File: src/rtl/sdb_pkg.sv
package sdb_pkg;

    localparam logic [31:0] CAPACITY_RESET = 32'd0;

    typedef enum logic [6:0] {
        ST_IDLE  = 7'b0000001,
        ST_LOAD  = 7'b0000010,
        ST_ROUND = 7'b0000100,
        ST_ADD   = 7'b0001000,
        ST_PAD   = 7'b0010000,
        ST_DIV   = 7'b0100000,
        ST_EMIT  = 7'b1000000
    } sdb_state_t;

    // Commands from the controller to the datapath.
    typedef struct packed {
        logic take_byte;    // store a message byte and count it
        logic load_work;    // copy chain value into working registers
        logic do_round;     // run one compression round
        logic add_chain;    // fold working registers into chain value
        logic pad_byte;     // write one padding byte at the current position
        logic div_start;    // begin bucket reduction
        logic div_step;     // one restoring division step
        logic emit_shift;   // rotate the chain value toward the output
        logic restart;      // return to initial value
    } sdb_cmd_t;

    typedef struct packed {
        logic       pos_wrap;      // next write fills the block
        logic       round_last;    // round 63 now
        logic       div_done;
        logic       pad_final;     // the block being padded carries the length
    } sdb_stat_t;

    localparam logic [31:0] K_TABLE [64] = '{
        32'h428a2f98, 32'h71374491, 32'hb5c0fbcf, 32'he9b5dba5, 32'h3956c25b, 32'h59f111f1,
        32'h923f82a4, 32'hab1c5ed5, 32'hd807aa98, 32'h12835b01, 32'h243185be, 32'h550c7dc3,
        32'h72be5d74, 32'h80deb1fe, 32'h9bdc06a7, 32'hc19bf174, 32'he49b69c1, 32'hefbe4786,
        32'h0fc19dc6, 32'h240ca1cc, 32'h2de92c6f, 32'h4a7484aa, 32'h5cb0a9dc, 32'h76f988da,
        32'h983e5152, 32'ha831c66d, 32'hb00327c8, 32'hbf597fc7, 32'hc6e00bf3, 32'hd5a79147,
        32'h06ca6351, 32'h14292967, 32'h27b70a85, 32'h2e1b2138, 32'h4d2c6dfc, 32'h53380d13,
        32'h650a7354, 32'h766a0abb, 32'h81c2c92e, 32'h92722c85, 32'ha2bfe8a1, 32'ha81a664b,
        32'hc24b8b70, 32'hc76c51a3, 32'hd192e819, 32'hd6990624, 32'hf40e3585, 32'h106aa070,
        32'h19a4c116, 32'h1e376c08, 32'h2748774c, 32'h34b0bcb5, 32'h391c0cb3, 32'h4ed8aa4a,
        32'h5b9cca4f, 32'h682e6ff3, 32'h748f82ee, 32'h78a5636f, 32'h84c87814, 32'h8cc70208,
        32'h90befffa, 32'ha4506ceb, 32'hbef9a3f7, 32'hc67178f2
    };

    localparam logic [31:0] H_INIT [8] = '{
        32'h6a09e667, 32'hbb67ae85, 32'h3c6ef372, 32'ha54ff53a,
        32'h510e527f, 32'h9b05688c, 32'h1f83d9ab, 32'h5be0cd19
    };

    localparam logic [7:0] PAD_MARK = 8'h80;

    function automatic logic [31:0] rotr(input logic [31:0] x, input int n);
        rotr = (x >> n) | (x << (32 - n));
    endfunction

endpackage

File: src/rtl/sdb_ctrl.sv
module sdb_ctrl
    import sdb_pkg::*;
(
    input  logic      clk,
    input  logic      rst_n,
    input  logic      s_tvalid,
    output logic      s_tready,
    input  logic      byte_present,
    input  logic      end_of_message,
    output logic      m_tvalid,
    input  logic      m_tready,
    output logic [2:0] word_number,
    output sdb_cmd_t  cmd,
    input  sdb_stat_t stat
);

    sdb_state_t state_reg, state_next;
    logic       final_reg, final_next;   // compressing the final block
    logic       pad_reg, pad_next;       // padding in progress
    logic [2:0] word_reg, word_next;

    wire take = s_tvalid && s_tready;

    assign s_tready    = (state_reg == ST_IDLE);
    assign m_tvalid    = (state_reg == ST_EMIT);
    assign word_number = word_reg;

    always_comb
    begin
        state_next = state_reg;
        final_next = final_reg;
        pad_next   = pad_reg;
        word_next  = word_reg;
        cmd        = '0;
        unique case (state_reg)
            ST_IDLE:
            begin
                if (take)
                begin
                    cmd.take_byte = byte_present;
                    if (end_of_message)
                    begin
                        pad_next   = 1'b1;
                        state_next = (byte_present && stat.pos_wrap) ? ST_LOAD : ST_PAD;
                    end
                    else if (byte_present && stat.pos_wrap)
                    begin
                        state_next = ST_LOAD;
                    end
                end
            end
            ST_LOAD:
            begin
                cmd.load_work = 1'b1;
                state_next    = ST_ROUND;
            end
            ST_ROUND:
            begin
                cmd.do_round = 1'b1;
                if (stat.round_last)
                    state_next = ST_ADD;
            end
            ST_ADD:
            begin
                cmd.add_chain = 1'b1;
                if (final_reg)
                begin
                    final_next     = 1'b0;
                    pad_next       = 1'b0;
                    cmd.div_start  = 1'b1;
                    state_next     = ST_DIV;
                end
                else if (pad_reg)
                    state_next = ST_PAD;
                else
                    state_next = ST_IDLE;
            end
            ST_PAD:
            begin
                // First padding byte is the marker; later bytes are zero or length.
                cmd.pad_byte = 1'b1;
                if (stat.pos_wrap)
                begin
                    if (stat.pad_final && pad_reg)
                        final_next = 1'b1;
                    state_next = ST_LOAD;
                end
            end
            ST_DIV:
            begin
                cmd.div_step = 1'b1;
                if (stat.div_done)
                begin
                    word_next  = 3'd0;
                    state_next = ST_EMIT;
                end
            end
            ST_EMIT:
            begin
                if (m_tready)
                begin
                    cmd.emit_shift = 1'b1;
                    word_next      = word_reg + 3'd1;
                    if (word_reg == 3'd7)
                    begin
                        cmd.restart = 1'b1;
                        state_next  = ST_IDLE;
                    end
                end
            end
            default: state_next = ST_IDLE;
        endcase
    end

    always_ff @(posedge clk or negedge rst_n)
    begin
        if (!rst_n)
        begin
            state_reg <= ST_IDLE;
            final_reg <= 1'b0;
            pad_reg   <= 1'b0;
            word_reg  <= 3'd0;
        end
        else
        begin
            state_reg <= state_next;
            final_reg <= final_next;
            pad_reg   <= pad_next;
            word_reg  <= word_next;
        end
    end

endmodule

File: src/rtl/sdb_datapath.sv
module sdb_datapath
    import sdb_pkg::*;
(
    input  logic        clk,
    input  logic        rst_n,
    input  logic [7:0]  message_byte,
    input  logic [31:0] capacity,
    input  sdb_cmd_t    cmd,
    output sdb_stat_t   stat,
    output logic [31:0] digest_word,
    output logic [31:0] bucket_index
);

    logic [31:0] chain_reg [8];
    logic [31:0] work_reg  [8];
    logic [31:0] w_reg     [16];   // message schedule window
    logic [5:0]  pos_reg;
    logic [60:0] len_reg;
    logic [5:0]  round_reg;
    logic        marked_reg;       // marker byte already written
    logic        spill_reg;        // marker went past byte 55 in this block
    logic [31:0] rem_reg;          // running remainder
    logic [63:0] quo_reg;          // dividend shifting out
    logic [6:0]  div_cnt_reg;

    logic [63:0] bit_len;
    logic [7:0]  pad_value;
    logic [7:0]  wr_byte;
    logic [31:0] w_next_word, t1, t2;
    logic [32:0] rem_shift;
    logic [32:0] rem_diff;

    assign bit_len = {len_reg, 3'b000};

    always_comb
    begin
        if (!marked_reg)
            pad_value = PAD_MARK;
        else if (pos_reg >= 6'd56 && !spill_reg)
            pad_value = bit_len[8 * (63 - pos_reg) +: 8];
        else
            pad_value = 8'h00;
    end

    assign wr_byte = cmd.take_byte ? message_byte : pad_value;

    // The marker may land past byte 55; the length then goes in a further block.
    always_comb
    begin
        stat.pos_wrap   = (pos_reg == 6'd63);
        stat.pad_final  = marked_reg && !spill_reg;
        stat.round_last = (round_reg == 6'd63);
        stat.div_done   = (div_cnt_reg == 7'd64);
    end

    always_comb
    begin
        w_next_word = w_reg[0] + w_reg[9]
            + (rotr(w_reg[1], 7) ^ rotr(w_reg[1], 18) ^ (w_reg[1] >> 3))
            + (rotr(w_reg[14], 17) ^ rotr(w_reg[14], 19) ^ (w_reg[14] >> 10));
        t1 = work_reg[7]
            + (rotr(work_reg[4], 6) ^ rotr(work_reg[4], 11) ^ rotr(work_reg[4], 25))
            + ((work_reg[4] & work_reg[5]) ^ (~work_reg[4] & work_reg[6]))
            + K_TABLE[round_reg] + w_reg[0];
        t2 = (rotr(work_reg[0], 2) ^ rotr(work_reg[0], 13) ^ rotr(work_reg[0], 22))
            + ((work_reg[0] & work_reg[1]) ^ (work_reg[0] & work_reg[2])
               ^ (work_reg[1] & work_reg[2]));
        rem_shift = {rem_reg, quo_reg[63]};
        rem_diff  = rem_shift - {1'b0, capacity};
    end

    // Bytes shift into the schedule window in big-endian order.
    always_ff @(posedge clk)
    begin
        if (cmd.take_byte || cmd.pad_byte)
        begin
            w_reg[pos_reg[5:2]] <= {w_reg[pos_reg[5:2]][23:0], wr_byte};
        end
        else if (cmd.do_round)
        begin
            for (int i = 0; i < 15; i++)
                w_reg[i] <= w_reg[i + 1];
            w_reg[15] <= w_next_word;
        end
        if (cmd.load_work)
        begin
            for (int i = 0; i < 8; i++)
                work_reg[i] <= chain_reg[i];
        end
        else if (cmd.do_round)
        begin
            for (int i = 1; i < 8; i++)
                work_reg[i] <= work_reg[i - 1];
            work_reg[0] <= t1 + t2;
            work_reg[4] <= work_reg[3] + t1;
        end
        if (cmd.div_start)
        begin
            rem_reg <= '0;
            quo_reg <= {chain_reg[0] + work_reg[0], chain_reg[1] + work_reg[1]};
        end
        else if (cmd.div_step && div_cnt_reg != 7'd64)
        begin
            quo_reg <= {quo_reg[62:0], 1'b0};
            // The remainder stays below the capacity, so 32 bits hold it.
            if (rem_shift >= {1'b0, capacity})
                rem_reg <= rem_diff[31:0];
            else
                rem_reg <= rem_shift[31:0];
        end
    end

    always_ff @(posedge clk or negedge rst_n)
    begin
        if (!rst_n)
        begin
            for (int i = 0; i < 8; i++)
                chain_reg[i] <= H_INIT[i];
            pos_reg     <= 6'd0;
            len_reg     <= '0;
            round_reg   <= 6'd0;
            marked_reg  <= 1'b0;
            spill_reg   <= 1'b0;
            div_cnt_reg <= 7'd0;
        end
        else
        begin
            if (cmd.take_byte)
            begin
                pos_reg <= pos_reg + 6'd1;
                len_reg <= len_reg + 61'd1;
            end
            else if (cmd.pad_byte)
            begin
                marked_reg <= 1'b1;
                pos_reg <= pos_reg + 6'd1;
                // A late marker fills its block with zeros; the next block gets the length.
                if (pos_reg == 6'd63)
                    spill_reg <= 1'b0;
                else if (!marked_reg && pos_reg >= 6'd56)
                    spill_reg <= 1'b1;
            end
            if (cmd.do_round)
                round_reg <= round_reg + 6'd1;
            if (cmd.add_chain)
            begin
                for (int i = 0; i < 8; i++)
                    chain_reg[i] <= chain_reg[i] + work_reg[i];
            end
            if (cmd.div_start)
                div_cnt_reg <= 7'd0;
            else if (cmd.div_step && div_cnt_reg != 7'd64)
                div_cnt_reg <= div_cnt_reg + 7'd1;
            if (cmd.emit_shift)
            begin
                for (int i = 0; i < 7; i++)
                    chain_reg[i] <= chain_reg[i + 1];
                chain_reg[7] <= chain_reg[0];
            end
            if (cmd.restart)
            begin
                for (int i = 0; i < 8; i++)
                    chain_reg[i] <= H_INIT[i];
                pos_reg    <= 6'd0;
                len_reg    <= '0;
                marked_reg <= 1'b0;
                spill_reg  <= 1'b0;
            end
        end
    end

    assign digest_word  = chain_reg[0];
    assign bucket_index = (capacity == 32'd0) ? 32'd0 : rem_reg;

endmodule

File: src/rtl/sha256_digest_and_bucket_top.sv
// Channel | Dir | tdata (low bit up)                   | tuser / tlast
// s_axis  | in  | message_byte[7:0]                    | tuser: byte_present
//         |     |                                      | tlast: end_of_message
// m_axis  | out | digest_word[31:0], word_number[34:32], | tlast: last_word
//         |     | bucket_index[66:35], pad to 72 bits  |
// cfg     | in  | cfg_wdata = bucket_capacity          | cfg_we
// Bytes are taken while idle; a full block then runs load, 64 rounds, add.
// The final item adds padding (a marker past byte 55 needs a further block),
// one or two blocks, and a restoring division for the bucket index, then
// eight output items.
// Reset restores the initial hash value; no input is taken while busy.
// Output items hold while m_tready is low.
module sha256_digest_and_bucket_top
    import sdb_pkg::*;
(
    input  logic        clk,
    input  logic        rst_n,
    input  logic        s_tvalid,
    output logic        s_tready,
    input  logic [7:0]  s_tdata,   // message_byte
    input  logic        s_tuser,   // byte_present
    input  logic        s_tlast,   // end_of_message
    output logic        m_tvalid,
    input  logic        m_tready,
    output logic [71:0] m_tdata,   // digest_word, word_number, bucket_index, zero pad
    output logic        m_tlast,   // last_word
    input  logic        cfg_we,
    input  logic [31:0] cfg_wdata
);

    logic [31:0] cap_reg;
    sdb_cmd_t    cmd;
    sdb_stat_t   stat;
    logic [2:0]  word_number;
    logic [31:0] digest_word, bucket_index;

    always_ff @(posedge clk or negedge rst_n)
    begin
        if (!rst_n)
            cap_reg <= CAPACITY_RESET;
        else if (cfg_we)
            cap_reg <= cfg_wdata;
    end

    sdb_ctrl u_ctrl (
        .clk(clk), .rst_n(rst_n), .s_tvalid(s_tvalid), .s_tready(s_tready),
        .byte_present(s_tuser), .end_of_message(s_tlast), .m_tvalid(m_tvalid),
        .m_tready(m_tready), .word_number(word_number), .cmd(cmd), .stat(stat)
    );

    sdb_datapath u_dp (
        .clk(clk), .rst_n(rst_n), .message_byte(s_tdata), .capacity(cap_reg),
        .cmd(cmd), .stat(stat), .digest_word(digest_word), .bucket_index(bucket_index)
    );

    assign m_tdata = {5'd0, bucket_index, word_number, digest_word};
    assign m_tlast = (word_number == 3'd7);

    a_no_input_busy: assert property (@(posedge clk) disable iff (!rst_n)
        m_tvalid |-> !s_tready) else $error("input taken during output");
    a_one_phase: assert property (@(posedge clk) disable iff (!rst_n)
        !(cmd.do_round && cmd.take_byte)) else $error("byte during round");
    a_word_step: assert property (@(posedge clk) disable iff (!rst_n)
        (m_tvalid && m_tready && !m_tlast) |=> m_tvalid)
        else $error("output run broken");

endmodule

File: config.mk
export PLATFORM = sky130hd
export DESIGN_NAME = sha256_digest_and_bucket_top
export DESIGN_NICKNAME = d
export VERILOG_FILES = /design/src/rtl/sdb_pkg.sv /design/src/rtl/sdb_ctrl.sv /design/src/rtl/sdb_datapath.sv /design/src/rtl/sha256_digest_and_bucket_top.sv
export SDC_FILE = /design/constraint.sdc
export NUM_CORES = 2
export LEC_CHECK = 0
export BUFFER_PORTS_ARGS = -buffer_cell sky130_fd_sc_hd__buf_2
export CAP_MARGIN = 20
export CORE_ASPECT_RATIO = 0.7
export CORE_MARGIN = 2
export CORE_UTILIZATION = 64
export CTS_BUF_LIST = sky130_fd_sc_hd__clkbuf_16
export CTS_CLUSTER_SIZE = 40
export DETAILED_ROUTE_END_ITERATION = 16
export PLACE_DENSITY = 0.81
export SETUP_SLACK_MARGIN = 0.1
export SYNTH_ARGS = -nofsm -noshare
export SYNTH_HDL_FRONTEND = slang
export SYNTH_SLANG_ARGS = --single-unit
File: constraint.sdc
create_clock -name clk -period 12.1 [get_ports clk]
set_clock_uncertainty 0.15 [all_clocks]
set_input_delay 1.21 -clock clk [delete_from_list [all_inputs] [get_ports clk]]
set_output_delay 1.21 -clock clk [all_outputs]
set_load 0.005 [all_outputs]
=== Word level (Yosys, flattened, before mapping) ===
Memory sizes are Yosys's and may differ from the RTL's.
Index checks and enable logic that the tools add are counted.

* Memory bits (read-only): 2048
* Flip-flop bits (word level): 478
* Memories kept: 3
* Memory bits (writable): 768
* Input port bits: 47

* Add/sub/neg operators: 25
* Reduce and logical (&&, ||, !) cells: 27
* Equality and inequality tests: 23
* Magnitude comparators: 3
* Bitwise operators: 37
* Shift-type cells: 1
* Multiplexer cells: 82

{| class="wikitable"
|+ Memories
! memory !! depth !! bits a word !! rd ports !! clocked after Yosys merged registers in !! wr ports !! line !! source
|-
| (no name shown) || 64 || 32 || 1 || 0 || 0 || sdb_datapath.sv:64 || <nowiki>+ K_TABLE[round_reg] + w_reg[0];</nowiki>
|-
| u_dp.w_reg || 16 || 32 || 17 || 0 || 16 || sdb_datapath.sv:16 || <nowiki>logic [31:0] w_reg [16];</nowiki>
|-
| u_dp.work_reg || 8 || 32 || 8 || 0 || 8 || sdb_datapath.sv:15 || <nowiki>logic [31:0] work_reg [8];</nowiki>
|}

{| class="wikitable"
|+ Operator list
! operator !! count
|-
| two-way mux 256 bit || 3
|-
| adder 32 bit || 18
|-
| two-way mux 32 bit || 14
|-
| XOR 32 bit || 9
|-
| bitwise AND 32 bit || 5
|-
| two-way mux 64 bit || 2
|-
| two-way mux 61 bit || 2
|-
| two-way mux 7 bit || 10
|-
| indexed part select 64 x 33 -> 8 bit || 1
|-
| adder 61 x 1 -> 61 bit (second input constant) || 1
|-
| case mux 7 bit (7 select lines) || 1
|-
| greater-or-equal comparator 33 x 32 -> 1 bit || 1
|-
| two-way mux 1 bit || 33
|-
| zero test 32 bit || 1
|-
| inverter 32 bit || 1
|-
| bitwise OR 10 x 32 -> 32 bit || 1
|-
| bitwise OR 13 x 32 -> 32 bit || 1
|-
| bitwise OR 14 x 32 -> 32 bit || 1
|-
| bitwise OR 15 x 32 -> 32 bit || 1
|-
| bitwise OR 19 x 32 -> 32 bit || 1
|-
| bitwise OR 21 x 32 -> 32 bit || 1
|-
| bitwise OR 25 x 32 -> 32 bit || 1
|-
| bitwise OR 26 x 32 -> 32 bit || 1
|-
| bitwise OR 30 x 32 -> 32 bit || 1
|-
| other kinds (43) || 87
|}

=== Logic depth before layout (Yosys ltp) ===
An unclocked memory read counts as a cell.

* Depth in word-level cells: 10
* Depth in mapped cells: 41
* Mapped depth without buffers: 39

=== Cells and area by module ===
A second synthesis with hierarchy kept.

* Cells, all modules: 8468
* Area total of the unflattened synthesis: 86065.0 um2

{| class="wikitable"
|+ Modules (own cells, without submodules)
! module !! seq. area each (um2) !! instances !! cells an instance !! area each (um2)
|-
| sdb_datapath || 34252.9 || 1 || 8311 || 83908.0
|-
| sha256_digest_and_bucket_top || 800.8 || 1 || 75 || 1392.6
|-
| sdb_ctrl || 301.5 || 1 || 82 || 764.5
|}

=== Worst setup path before layout ===
Ideal clock, no wire load.

* Path type: register to register
* From: register u_dp.round_reg[1]
* To: memory u_dp.work_reg[0][31], data pin
* Data arrival time: 8.306 ns
* Library setup time: 0.268 ns
* Path slack: 3.377 ns
* Stages on the path, launching flop included: 37
* Data required time: 11.682 ns
* Buffers on the path: 3
* Cells stage by stage: dfrtp_1 clkbuf_1 clkinv_1 ha_1 clkbuf_1 nor2b_1 clkbuf_1 o311ai_0 o21ai_0 o21a_1 fa_1 inv_1 fa_1 fa_1 inv_1 ha_1 inv_1 fa_1 nor2b_1 o31a_1 nor4_1 o311ai_0 a21o_1 a221oi_1 xnor2_1 fa_1 ha_1 and3_1 nand4_1 or3_1 o21ai_0 o21ai_0 o22ai_1 o221ai_1 xnor2_1 xnor2_1 o21ai_0

{| class="wikitable"
|+ RTL lines
! element !! line !! source
|-
| start, declared || sdb_datapath.sv:19 || <nowiki>logic [5:0] round_reg;</nowiki>
|-
| start signal, assigned || sdb_datapath.sv:144 || <nowiki>round_reg <= round_reg + 6'd1;</nowiki>
|-
| end, declared || sdb_datapath.sv:15 ||
|}

==> metrics.md <==
| Metric | Value |
|---|---|
| Outcome | `finished with violations` |
| Violated checks | `capacitance limit, slew limit` |
| Clock slew at reported path FFs | `approximately 0.06 ns` |
| Area leader, netlist | `edfxtp_1` |
| Post-CTS setup buffers | `0` |
| Die area | `136,000 um^2` |
| Max-Cap Viols | `1` |
| Critical setup path kind | `flip-flop to flip-flop` |
| Main synth FF type | `edfxtp_1` |
| CP delay by family, top | `adder cells` |
| Longest Clk Path Bufs | `3` |
| Slowest CP cell | `ha_1` |
| TNS Setup | `0 ns` |
| Post-synth top cells | `1,065 x nand2_1, 832 x edfxtp_1, 693 x a21o_1, 639 x a21oi_1, 553 x o21ai_0` |
| Starting Density | `approximately 65%` |
| Worst-Margin Slew | `1.62 ns` |
| Ports | `~120` |
| Final Max Tran Viols | `17` |
| Synth Area in Simple Gates | `12.0%` |
| WP data arrival | `roughly 11 ns` |
| Count leader, synth | `nand2_1` |
| Crit path time final | `roughly 10 ns` |
| Post-synthesis xor/xnor area fraction | `6.69%` |
| Fraction of layout cells with a size suffix above 1 | `between 10% and 20%` |
| TritonCTS clock tree | `done` |
| Number of buffers added on ports | `about 120` |
| Post-CTS sizing | `0` |
| Yosys reg bits | `1,246` |
| Post-synthesis compound-gate area fraction | `roughly a fifth` |
| Largest net degree at the start of global routing | `207` |
| CP max stage delay | `between 0.8 and 0.9 ns` |
| Critical Path RT | `about 12 ns` |
| Post-synth EDFFs | `approximately 830` |
| Synth unique cells | `96` |
| Sink Count | `~1,200` |
| Routed length per placed instance | `~29 um` |
| Largest fanout on the critical path | `17` |
| Post-synthesis sequential area ratio | `about two fifths` |
| Layout area overhead | `7.38%` |
| Post-layout util | `between 60 and 70%` |
| Global-route wire length before repair | `around 430,000 um` |
| Synthesized instance count | `approximately 8,500` |
| DRT antenna net count | `0` |
| Setup Viol. Count Final | `0` |
| Core Area | `about 130,000 um^2` |
| All-Layer GR Usage | `between 40% and 50%` |
| Worst skew pair latency | `a little over 0.8 ns` |
| Nets@finish | `8,961` |
| Asr flop ratio synth | `approximately 31%` |
| Die X | `~440 um` |
| Warnings from Yosys | `0` |
| Die height | `309 um` |
| Final hold slack | `between 0.2 and 0.25 ns` |
| Post-route DRC violation count | `0` |
| Inserted Clock Buffers | `between 100 and 150` |
| Most used cell, CP | `fa_1` |
| Mean area per synthesized cell | `around 10 um^2` |
| CP Capture Type | `flip-flop` |
| Hold-fix buffers, CTS | `0` |
| Crit path launch type | `flip-flop` |
| Post-Synth Adder-Cell Area | `~11%` |
| RePlAce Congestion | `approximately 1.1` |
| Hpwl dp | `about 210,000 um` |
| Vias per inst | `just under 7` |
| DRT iter0 DRCs | `roughly 11,000` |
| Row count | `between 100 and 150` |
| Grt total ovfl | `0` |
| Fmax | `~96 MHz` |
| Slew headroom | `-8.98%` |
| H-tree levels | `4` |
| Mapped cell area | `between 80,000 and 90,000 um^2` |
| Final period utilization | `86.5%` |
| Largest family of logic cells by synthesized area | `compound AO/OA/AOI/OAI gates` |
| DRT Wirelength | `slightly below 300,000 um` |
| Worst hold path class | `primary input to asynchronous set/reset pin` |
| Bufs and invs on worst path | `6` |
| Largest register FFs | `a little over 500` |
| Post-synthesis mux area share | `roughly 5.4%` |
| RSZ-0062 raised after global routing | `false` |
| Via count of the first global-routing pass | `between 60,000 and 70,000` |
| Final Hold Viols | `0` |
| CTS root buf | `clkbuf_16` |
| Share of the synthesized area in the top cell type | `29.5%` |
| Detailed Routing Iterations Pass 1 | `6` |
| DR vias | `about 70,000` |
| Leading post-synthesis cells by cell area | `edfxtp_1 29%, dfrtp_1 7.2%, ha_1 6.4%, a21o_1 6.1%, nand2_1 4.7%` |
| Initial antenna violation count | `13` |
[final timing paths]
| path | from | end | slack, ns | depth (start not counted) |
|---|---|---|---|---|
| setup / recovery | u_dp.round_reg[0] | u_dp.work_reg[0][31] | 1.63 | 36 |
| hold / removal | rst_n | u_dp.len_reg[33] | 0.23 | 1 |
| setup reg to reg | u_dp.round_reg[0] | u_dp.work_reg[0][31] | 1.63 | 36 |
| hold reg to reg | u_dp.rem_reg[31] | u_dp.rem_reg[31] | 0.34 | 1 |
| max in group asynchronous | rst_n | u_dp.chain_reg[31] | 9.49 | 3 |
| min in group clk | u_dp.rem_reg[31] | u_dp.rem_reg[31] | 0.34 | 1 |
[cells by family after synthesis]
family / after synthesis
fa+ha+maj: 650
flops: 1246
compound gates: 2508
mux: 276
buf+inv: 874
xor+xnor: 646
simple gates: 2255
other cells: 1
[worst reg2reg max path, delay by kind of cell (launching register included)]
kind,cells,cell delay [ns]
fa+ha+maj,8,3.47
flops,1,0.32
xor+xnor,3,0.55
simple gates,6,1.40
buf+inv,6,1.24
compound gates,13,3.07
[cell type report]
type / count / area, um^2
antenna: 20 / 50.0
tap: 1751 / 2190
sequential: 1246 / 35400
multi-input combinational: 6340 / 46300
inverter: 318 / 1200
fill: 9820 / 40200
timing repair buffer: 249 / 1680
clock inverter: 100 / 787
clock buffer: 141 / 3530
[cell usage in the layout (no fill, tap or decap), drive strengths merged, types with 60 or more instances in the layout]
cell    synthesis  routed
buf           109     249
nand2b         66      66
dfrtp         245     245
clkbuf        447     141
nor3          167     167
and3           60      60
mux4          139     139
nand2        1065    1065
nor2          433     433
a21oi         639     639
a31oi         105     105
fa            196     196
mux2           87      87
xnor2         418     418
a21o          693     693
nor2b          88      88
ha            432     432
nand3         134     134
xor2          227     227
o21ai         557     557
dfstp         137     137
inv           314     345
o21bai         62      62
edfxtp        832     832
[routing by layer]
metal	GRT usage [%]	up-vias	share of wire, %
li1	-	30200	-
met1	65.5	34600	41
met2	55.4	4984	38
met3	18.1	543	17
met4	13.0	18	3.0
met5	1.79	-	0.15
[through the flow]
step	std cells	cell area (um^2)	worst slack (ns)
after floorplan	8460	84800	3.38
after global placement	9895	86600	2.01
after detailed placement	9896	86600	2.04
after CTS	10100	91000	1.95
after global routing	10200	91100	1.20
final	10200	91100	1.63
Power is not shown: default switching activity piles up to over one toggle a cycle in this logic, so the estimate is an artifact.
